==> src/rtl/lbba_pkg.sv <==
// ----------------------------------------------------------------------------
// lbba_pkg
// Shared types and constants of the label bounding box accumulator: field
// widths, reserved labels, request codes and the controller/datapath bundles.
// ----------------------------------------------------------------------------
`default_nettype none

package lbba_pkg;

   localparam int LABEL_W      = 8;
   localparam int PORT_COORD_W = 12;

   localparam logic [LABEL_W-1:0] BG_LABEL   = 8'd0;
   localparam logic [LABEL_W-1:0] SKIP_LABEL = 8'd255;

   localparam logic REQ_ACCUM = 1'b0;
   localparam logic REQ_READ  = 1'b1;

   // controller to datapath
   typedef struct packed {
      logic load;        // capture request, read its table entry
      logic commit;      // write back entry, load response if a read
      logic clear_step;  // zero one table entry of the clearing pass
   } lbba_cmd_type;

   // datapath to controller
   typedef struct packed {
      logic is_read;     // held request is a read
      logic clear_last;  // clearing pass is at its final entry
   } lbba_sts_type;

endpackage

`default_nettype wire

==> src/rtl/lbba_ctrl.sv <==
// ----------------------------------------------------------------------------
// lbba_ctrl
// Controller: clearing pass after reset, request acceptance, execute step
// and response valid.
// ----------------------------------------------------------------------------
`default_nettype none

module lbba_ctrl
   import lbba_pkg::*;
(
   input  wire logic         clock,
   input  wire logic         reset,
   input  wire logic         req_valid,
   output logic              req_ready,
   output logic              rsp_valid,
   input  wire logic         rsp_ready,
   output lbba_cmd_type      cmd,
   input  wire lbba_sts_type sts
);

   localparam logic [1:0] ST_CLEAR = 2'd0;
   localparam logic [1:0] ST_IDLE  = 2'd1;
   localparam logic [1:0] ST_EXEC  = 2'd2;

   logic [1:0] state_ff, state_in;
   logic       rsp_valid_ff, rsp_valid_in;
   logic       out_free;

   assign req_ready = (state_ff == ST_IDLE);
   assign rsp_valid = rsp_valid_ff;
   assign out_free  = !rsp_valid_ff || rsp_ready;

   assign cmd.load       = req_valid && req_ready;
   assign cmd.commit     = (state_ff == ST_EXEC) && (!sts.is_read || out_free);
   assign cmd.clear_step = (state_ff == ST_CLEAR);

   always_comb begin
      state_in = state_ff;
      unique case (state_ff)
         ST_CLEAR: if (sts.clear_last) state_in = ST_IDLE;
         ST_IDLE:  if (cmd.load) state_in = ST_EXEC;
         ST_EXEC:  if (cmd.commit) state_in = ST_IDLE;
         default:  state_in = ST_CLEAR;
      endcase
   end

   always_comb begin
      priority if (cmd.commit && sts.is_read) begin
         rsp_valid_in = 1'b1;
      end else if (rsp_ready) begin
         rsp_valid_in = 1'b0;
      end else begin
         rsp_valid_in = rsp_valid_ff;
      end
   end

   always_ff @(posedge clock) begin
      if (reset) begin
         state_ff     <= ST_CLEAR;
         rsp_valid_ff <= 1'b0;
      end else begin
         state_ff     <= state_in;
         rsp_valid_ff <= rsp_valid_in;
      end
   end

endmodule

`default_nettype wire

==> config.mk <==
export PLATFORM = sky130hd
export DESIGN_NAME = lbba_ctrl
export DESIGN_NICKNAME = d
export VERILOG_FILES = /design/src/rtl/lbba_pkg.sv /design/src/rtl/lbba_ctrl.sv
export SDC_FILE = /design/constraint.sdc
export NUM_CORES = 1
export LEC_CHECK = 0
export BUFFER_PORTS_ARGS = -buffer_cell sky130_fd_sc_hd__buf_4
export CORE_AREA = 2 2 39 41
export DETAILED_ROUTE_END_ITERATION = 8
export DIE_AREA = 0 0 41 43
export PLACE_DENSITY = 0.41
export SYNTH_ARGS = -nofsm -noshare
export SYNTH_HDL_FRONTEND = slang
export SYNTH_SLANG_ARGS = --single-unit
==> constraint.sdc <==
create_clock -name clock -period 2.1 [get_ports clock]
set_clock_uncertainty 0.15 [all_clocks]
set_input_delay 0.21 -clock clock [delete_from_list [all_inputs] [get_ports clock]]
set_output_delay 0.21 -clock clock [all_outputs]
set_load 0.01 [all_outputs]
==> flow_summary.toml, run 1 <==
[status]
outcome = "completed"

[critical_path]
critPathArrivalTime_ns = 1.07
start_kind = "register"
r2r-start = "state_ff[1]"
cp-startpoint = "state_ff[1]"
cp.required_ns = 1.74
crit_path_max_incr_delay_ns = 0.35
crit_buf_inv = 1
cp_slowest_cell = "dfxtp_1"
worstSetupPathType = "reg2out"
critPathTopFamily = "simple AND/OR/NAND/NOR gates"
cp_max_fo = 4
path_cells = "and2b_4 -> and2_1 -> buf_4"
endpoint_kind = "output port"

[timing]
final-setup-viol-count = 0
finalSetupTns_ns = 0
slew_headroom_pct = 86.6
rsz0062_at_grt = "false"
hold_violations = 0
tightest_slew_ns = 0.201
finalCritPeriodShare_pct = 68.2
fin_crit_ns = 1.43
clock.fmax_ghz = 0.698
finalMaxSlewViolations = 0

[placed_design]
place_congestion = 0.601
port_buffers = 10
placed_area_um2 = 267

[floorplanning]
top_level_ports = 11
dieHeight_um = 43
core_area_um2 = 1380
initial_utilization_pct = 12.4
num_rows = 14
die_x_um = 41
die-area_um2 = 1760

[clock_tree]
cts.htree.levels = 1
clk_path_buf_depth = 2
cts_buffers = 3
clock_tree.root_cell = "clkbuf_4"
cts.sinks = 3
post_cts_resized = 0
clock_latency_ns = 0.23
clkTransAtPathRegs_ns = 0.04
cts_tree = "done"

[synthesis]
syn-num-nets = 24
yosysTopAreaCell = "dfxtp_1"
yosys-top-cells-area = "dfxtp_1, nor2b_4, nand2b_1"
ys.flop_type = "dfxtp_1"
synth_top_area_share_pct = 35.0
synthesis.instances = 18
synth.distinct_cells = 11
yosysSeqAreaShare_pct = 35.0
synthTopCellsByCount = "dfxtp_1, nor2_1, a21oi_1, nand2b_1, nor2b_4"
avgSynthCellArea_um2 = 9.52
synth-seq-cells = 3
synth.cell_area_um2 = 171
synth_edf_count = 0
ys_warn_count = 0
synthArstFlopShare_pct = 0

[drt]
drt_iter0_drc = 3
drc_errors = 0
drtAntennaViolNets = 0
wirelength_um = 412
drtPass1Iterations = 2
vias = 178
viasPerCell = 3.63
routedWlPerCell_um = 8.41

[cells_and_area]
syn_to_final_growth_pct = 76.6
n_antenna_cell = 0
fin_nets = 40
drive_gt1_share_pct = 51.5
fin_area_um2 = 303

[grt]
grt_pass1_vias = 187
grt_usage_pct = 6.41
grt_overflow = 0
grt_max_degree = 6
grt_pass1_wl_um = 703
antenna_found_initial = 0

[min_path]
hold_path.startpoint = "sts[1]"
min_path_type = "in2reg"

[pwr]
p_clk_share_pct = 50.6
power_density_nw_per_um2 = 670
power.internal_mw = 0.155
swShare_pct = 23.6
power.switching_mw = 0.0479
pwr-share-seq_pct = 31.3
peakVddDrop_mv = 0.172
power.leakage_nw = 0.141
p_comb_share_pct = 18.0

[job]
drv_cap = 0
power groups by stage:
stage	clock network (mW)	logic [mW]	registers [mW]
floorplan	0	0.0169	0.0641
global placement	0	0.0346	0.0642
detailed placement	0	0.0354	0.0645
CTS	0.111	0.0369	0.0636
global route	0.116	0.0405	0.0645
finish	0.103	0.0366	0.0636
tightest hold or removal path, stage by stage:
cell and delay [ns]:
buf_4 0.08, a21oi_1 0.05, nor2_1 0.07
cell usage in the layout (no fill, tap or decap):
master         count
and2_1             1
a21oi_1            2
buf_4             10
clkbuf_4           3
o21ba_1            1
nand2b_1           2
nor2b_1            1
clkbuf_1           1
and2b_4            1
nor2b_4            2
and3b_2            1
nor2_1             3
dlygate4sd3_1      1
a22oi_1            1
dfxtp_1            3
state kept, by name (all words and copies together), names as in the netlist:
name and flops:
state_ff 2, rsp_valid 1
through the flow:
step | instances | setup WS, ns | total power, mW | hold slack (ns) | util (%)
after floorplan | 18 | 0.986 | 0.0810 | 0.132 | -
after global placement | 44 | 0.934 | 0.0987 | 0.237 | 19.3
after detailed placement | 44 | 0.912 | 0.0999 | 0.245 | 19.3
after CTS | 49 | 0.644 | 0.211 | 0.0480 | 21.9
after global routing | 49 | 0.572 | 0.221 | 0.0777 | 21.9
final | 49 | 0.667 | 0.203 | 0.0596 | 21.9
layout make-up:
class                           count  area (um^2)
Clock buffer                        4         26.3
Timing Repair Buffer               11         85.1
Multi-Input combinational cell     15          111
Tap cell                           16         20.0
Sequential cell                     3         60.1
Fill cell                         159         1080
timing repair:
item	CTS	global route
hold buffers	1	0
setup buffers	0	0
endpoints found under the hold margin	1	0
kinds of logic (layout without fill, tap and decap cells):
family                 Yosys count  after routing  synth area share (%)
buffers and inverters            0             15                     0
flip-flops                       3              3                  35.0
AO/OA/AOI/OAI                    4              4                  16.1
AND/OR/NAND/NOR                 11             11                  48.9
layer usage:
metal  global-route usage (%)  part of all wire [%]  vias up
li1                         -                     -       89
met1                     6.69                    42       76
met2                     8.75                    41       13
met3                     4.71                    17        0
met4                     4.00                     0        0
met5                        0                     0        -
worst paths after layout:
path | endpoint | slack, ns | cells past startpoint
setup / recovery | cmd[2] | 0.67 | 3
hold / removal | rsp_valid | 0.06 | 3
setup reg to reg | state_ff[1] | 1.02 | 3
hold reg to reg | state_ff[0] | 0.44 | 2
Note: power is estimated with default switching activity, not from simulation.
==> run 2: changes to the inputs <==
--- a/config.mk
+++ b/config.mk
@@ -9,7 +9,7 @@
 export CORE_AREA = 2 2 39 41
 export DETAILED_ROUTE_END_ITERATION = 8
 export DIE_AREA = 0 0 41 43
-export PLACE_DENSITY = 0.41
+export PLACE_DENSITY = 0.42
 export SYNTH_ARGS = -nofsm -noshare
 export SYNTH_HDL_FRONTEND = slang
 export SYNTH_SLANG_ARGS = --single-unit
==> constraint.sdc (replaced) <==
create_clock -name clock -period 1.2 [get_ports clock]
set_clock_uncertainty 0.15 [all_clocks]
set_input_delay 0.12 -clock clock [delete_from_list [all_inputs] [get_ports clock]]
set_output_delay 0.12 -clock clock [all_outputs]
set_load 0.01 [all_outputs]
==> run 2 against run 1 <==
The flow now finishes with violations (setup timing). Non-clock buffer count is 6 higher. Worst setup slack worse by 0.76 ns. Via count up 15%. Die area unchanged. Core utilization grew 4.7 points. Total power grew 84%. Final cell count up 12%. Combinational power increased by 120%. Largest power group unchanged. Highest routed layer unchanged.
==> flow_summary.toml, run 2 (synthesized netlist as in run 1, its figures left out) <==
[pwr]
power_mw = 0.374
peakVddDrop_mv = 0.382
power_density_nw_per_um2 = 1020
power.leakage_nw = 0.177

[clock_tree]
cts.htree.levels = 1
cts_tree = "done"
clkTransAtPathRegs_ns = 0.04
cts.sinks = 3
clock_latency_ns = 0.23
clk_path_buf_depth = 2
clock_tree.root_cell = "clkbuf_4"
cts_buffers = 3

[min_path]
hold_path.startpoint = "req_valid"
holdPathStages = 3
min_path_type = "in2reg"

[grt]
grt_overflow = 0
antenna_found_initial = 0
grt_max_degree = 6
grt_pass1_wl_um = 807
grt_pass1_vias = 200
grt_usage_pct = 7.42

[critical_path]
cp-startpoint = "state_ff[1]"
cp.required_ns = 0.93
crit_path_max_incr_delay_ns = 0.32
start_kind = "register"
cp_slowest_cell = "dfxtp_2"
worstSetupPathType = "reg2out"
endpoint_kind = "output port"
r2r-start = "rsp_valid"
path_cells = "and2b_4 -> and2_4 -> buf_6"
r2r_cells = 4
cp_max_fo = 4
critPathArrivalTime_ns = 1.02

[timing]
fin_crit_ns = 1.29
rsz0062_at_grt = "true"
finalMaxSlewViolations = 0
clock.fmax_ghz = 0.774
final-setup-viol-count = 3
hold_slack_ns = 0.00787
slew_headroom_pct = 89.8
tightest_slew_ns = 0.153
hold_violations = 0
setup_ws_ns = -0.0919
finalCritPeriodShare_pct = 108

[floorplanning]
core_area_um2 = 1380
initial_utilization_pct = 12.4
die_x_um = 41
top_level_ports = 11
num_rows = 14
dieHeight_um = 43
die-area_um2 = 1760

[drt]
routedWlPerCell_um = 8.60
drtAntennaViolNets = 0
drt_iter0_drc = 4
viasPerCell = 3.73
vias = 205
drc_errors = 0
drtPass1Iterations = 2
wirelength_um = 473

[cells_and_area]
final_common_cell = "buf_4"
n_antenna_cell = 0
fin_area_um2 = 368
drive_gt1_share_pct = 66.7
syn_to_final_growth_pct = 115
largest_reg_flops = 2
stdcell_count = 55
top_register = "state_ff"
fin_nets = 46
fillers = 156
final_cell_mix = "buf_4, nor2_1, clkbuf_4, buf_6, dfxtp_2"

[job]
drv_cap = 0

[placed_design]
place_congestion = 0.589
port_buffers = 10
placed_area_um2 = 267
placed_cells = 44
dp_hpwl_um = 322

[status]
violations = "setup timing"
outcome = "finished with violations"
## run 2: area by class of cell
type	instances	area, um^2	area share [%]
tap	16	20.0	5.44
multi-input combinational	15	114	31.0
sequential	3	63.8	17.3
timing repair buffer	17	144	39.1
clock buffer	4	26.3	7.14
## run 2: power by group
group          total [mW]  switching [mW]  internal (mW)
Clock               0.180          0.0551          0.125
Sequential          0.112         0.00633          0.106
Combinational      0.0817          0.0264         0.0553
## run 2: what timing repair did
item / 4_1_cts / 5_1_grt
buffers inserted: 3 / 2
gates resized for setup: 7 / 0
pin swaps: 2 / 0
endpoints found under the setup margin: 3 / 3
endpoints found under the hold margin: 2 / 0
hold buffers: 2 / 0
## run 2: worst max-delay path, delay by kind of cell, from the launching register on
kind / cells / cell delay (ns)
flops: 1 / 0.32
simple gates: 2 / 0.38
buf+inv: 1 / 0.09
## run 2: metal layers
metal / up-vias / global-route usage (%) / share of wire [%]
met5: - / 0 / 0
met4: 0 / 4.00 / 0
met3: 0 / 7.85 / 14
met2: 13 / 9.06 / 41
met1: 89 / 7.69 / 45
li1: 103 / - / -
## run 2: metrics by stage
| stage | utilization, % | setup WS, ns | setup TNS [ns] |
|---|---|---|---|
| finish | 26.6 | -0.0919 | -0.220 |
| global route | 26.6 | -0.139 | -0.356 |
| CTS | 25.5 | -0.100 | -0.247 |
| detailed placement | 19.3 | 0.0931 | 0 |
| global placement | 19.3 | 0.116 | 0 |
| floorplan | - | 0.134 | 0 |
## run 2: worst paths after layout
check	to	slack, ns
worst max-delay path	cmd[2]	-0.09
worst min-delay path	state_ff[1]	0.008
worst max register to register	state_ff[0]	0.07
worst min register to register	state_ff[0]	0.43
==> run 3: changes to the inputs <==
--- a/config.mk
+++ b/config.mk
@@ -9,7 +9,9 @@
 export CORE_AREA = 2 2 39 41
 export DETAILED_ROUTE_END_ITERATION = 8
 export DIE_AREA = 0 0 41 43
+export GPL_TIMING_DRIVEN = 0
 export PLACE_DENSITY = 0.42
+export REMOVE_ABC_BUFFERS = 1
 export SYNTH_ARGS = -nofsm -noshare
 export SYNTH_HDL_FRONTEND = slang
 export SYNTH_SLANG_ARGS = --single-unit
==> run 3 against run 2 <==
The run still ends with setup timing left. Count of clock-buffer cells in the layout is the same. Final cell count grew 5.5%. Sequential cell count is the same. Total power grew 3.1%. Critical path type unchanged. Critical endpoint unchanged. Largest power group unchanged.
==> flow_summary.toml, run 3 (synthesized netlist as in run 1, its figures left out) <==
[grt]
grt_max_degree = 6
grt_overflow = 0
met2_usage_pct = 7.81
grt_pass1_wl_um = 731
gr-max-usage-layer = "met1"
met3_usage_pct = 4.71
grtUsageMet1_pct = 7.99
grt_pass1_vias = 194
grt_usage_pct = 6.81
antenna_found_initial = 0

[pwr]
p_comb_share_pct = 25.4
p_clk_share_pct = 45.9
power.internal_mw = 0.297
swShare_pct = 23.1
power.switching_mw = 0.0892
peakVddDrop_mv = 0.282
power_density_nw_per_um2 = 949
power.leakage_nw = 0.196
pwr-share-seq_pct = 28.7

[cells_and_area]
final_cell_mix = "buf_4, buf_6, clkbuf_4, dlygate4sd3_1"
drive_gt1_share_pct = 69.0
largest_reg_flops = 2
n_antenna_cell = 0
fillers = 152
top_register = "state_ff"
syn_to_final_growth_pct = 137
fin_nets = 49
final_common_cell = "buf_4"

[critical_path]
critPathArrivalTime_ns = 1.02
cp_max_fo = 3
endpoint_kind = "output port"
worstSetupPathType = "reg2out"
cp.required_ns = 0.93
start_kind = "register"

[timing]
fin_crit_ns = 1.29
hold_violations = 0
finalCritPeriodShare_pct = 108
hold_slack_ns = 0.0440
rsz0062_at_grt = "true"
finalMaxSlewViolations = 0
slew_headroom_pct = 90.1
finalSetupTns_ns = -0.197
clock.fmax_ghz = 0.775
final-setup-viol-count = 3
setup_ws_ns = -0.0908
tightest_slew_ns = 0.148

[floorplanning]
die-area_um2 = 1760
dieHeight_um = 43
top_level_ports = 11
die_x_um = 41
core_area_um2 = 1380
initial_utilization_pct = 12.4
num_rows = 14

[min_path]
min_path_type = "in2reg"

[drt]
drt_iter0_drc = 1
drc_errors = 0
vias = 215
viasPerCell = 3.71
routedWlPerCell_um = 8.34
drtPass1Iterations = 2
wirelength_um = 484
drtAntennaViolNets = 0

[status]
violations = "setup timing"
outcome = "finished with violations"

[job]
drv_cap = 0

[placed_design]
port_buffers = 10
dp_hpwl_um = 302
place_congestion = 0.589

[clock_tree]
cts_tree = "done"
clk_path_buf_depth = 2
cts_buffers = 3
clock_tree.root_cell = "clkbuf_4"
cts.htree.levels = 1
clkTransAtPathRegs_ns = 0.04
cts.sinks = 3
clock_latency_ns = 0.23
==> run 3: cell count changes in the layout (fill, tap and decap cells not counted), sizes merged <==
cell         delta
buf             +2
dlygate4sd3     +1
==> run 3: area by class of cell <==
cell class                      instances  area (um^2)  share of cell area [%]
Clock buffer                            4         26.3                    6.46
Sequential cell                         3         66.3                    16.3
Timing Repair Buffer                   20          173                    42.5
Multi-Input combinational cell         15          121                    29.8
Tap cell                               16         20.0                    4.92
==> run 3: repair_timing <==
| item | in CTS | in global routing |
|---|---|---|
| pin swaps | 2 | 0 |
| endpoints found under the hold margin | 3 | 0 |
| setup buffers | 5 | 2 |
| setup endpoints to repair | 3 | 4 |
| resized for setup | 6 | 5 |
| hold buffers | 3 | 0 |
==> run 3: metrics by stage <==
step,setup WS [ns],std cells,utilization (%),cell area (um^2),power [mW]
6_report,-0.0908,58,29.4,407,0.386
5_1_grt,-0.127,58,29.4,407,0.418
4_1_cts,-0.0977,56,27.0,374,0.381
3_5_place_dp,0.0968,44,19.3,267,0.175
3_3_place_gp,0.117,44,19.3,267,0.173
2_1_floorplan,0.134,18,-,171,0.142
==> run 3: final timing paths <==
path	from	endpoint	slack (ns)	depth (start not counted)
hold reg to reg	state_ff[1]	state_ff[0]	0.53	3
hold / removal	rsp_ready	rsp_valid	0.04	4
setup reg to reg	rsp_valid	state_ff[0]	0.09	4
setup / recovery	state_ff[1]	cmd[2]	-0.09	3
==> run 3: power groups by stage <==
stage                     clock (mW)  sequential, mW  combinational [mW]
final                          0.177           0.111              0.0980
after global routing           0.199           0.112               0.107
after CTS                      0.189           0.112              0.0794
after detailed placement           0           0.113              0.0615
after global placement             0           0.112              0.0603
after floorplan                    0           0.112              0.0296
==> run 3: critical path, cell delays in order, from the launching register on <==
cell	delay, ns
dfxtp_2	0.31
and2b_4	0.25
and2_4	0.13
buf_6	0.09
==> run 3: per-layer routing <==
metal / vias up / share of wire [%]
met5: - / 0
met4: 0 / 0
met3: 0 / 12
met2: 11 / 45
met1: 97 / 43
li1: 107 / -
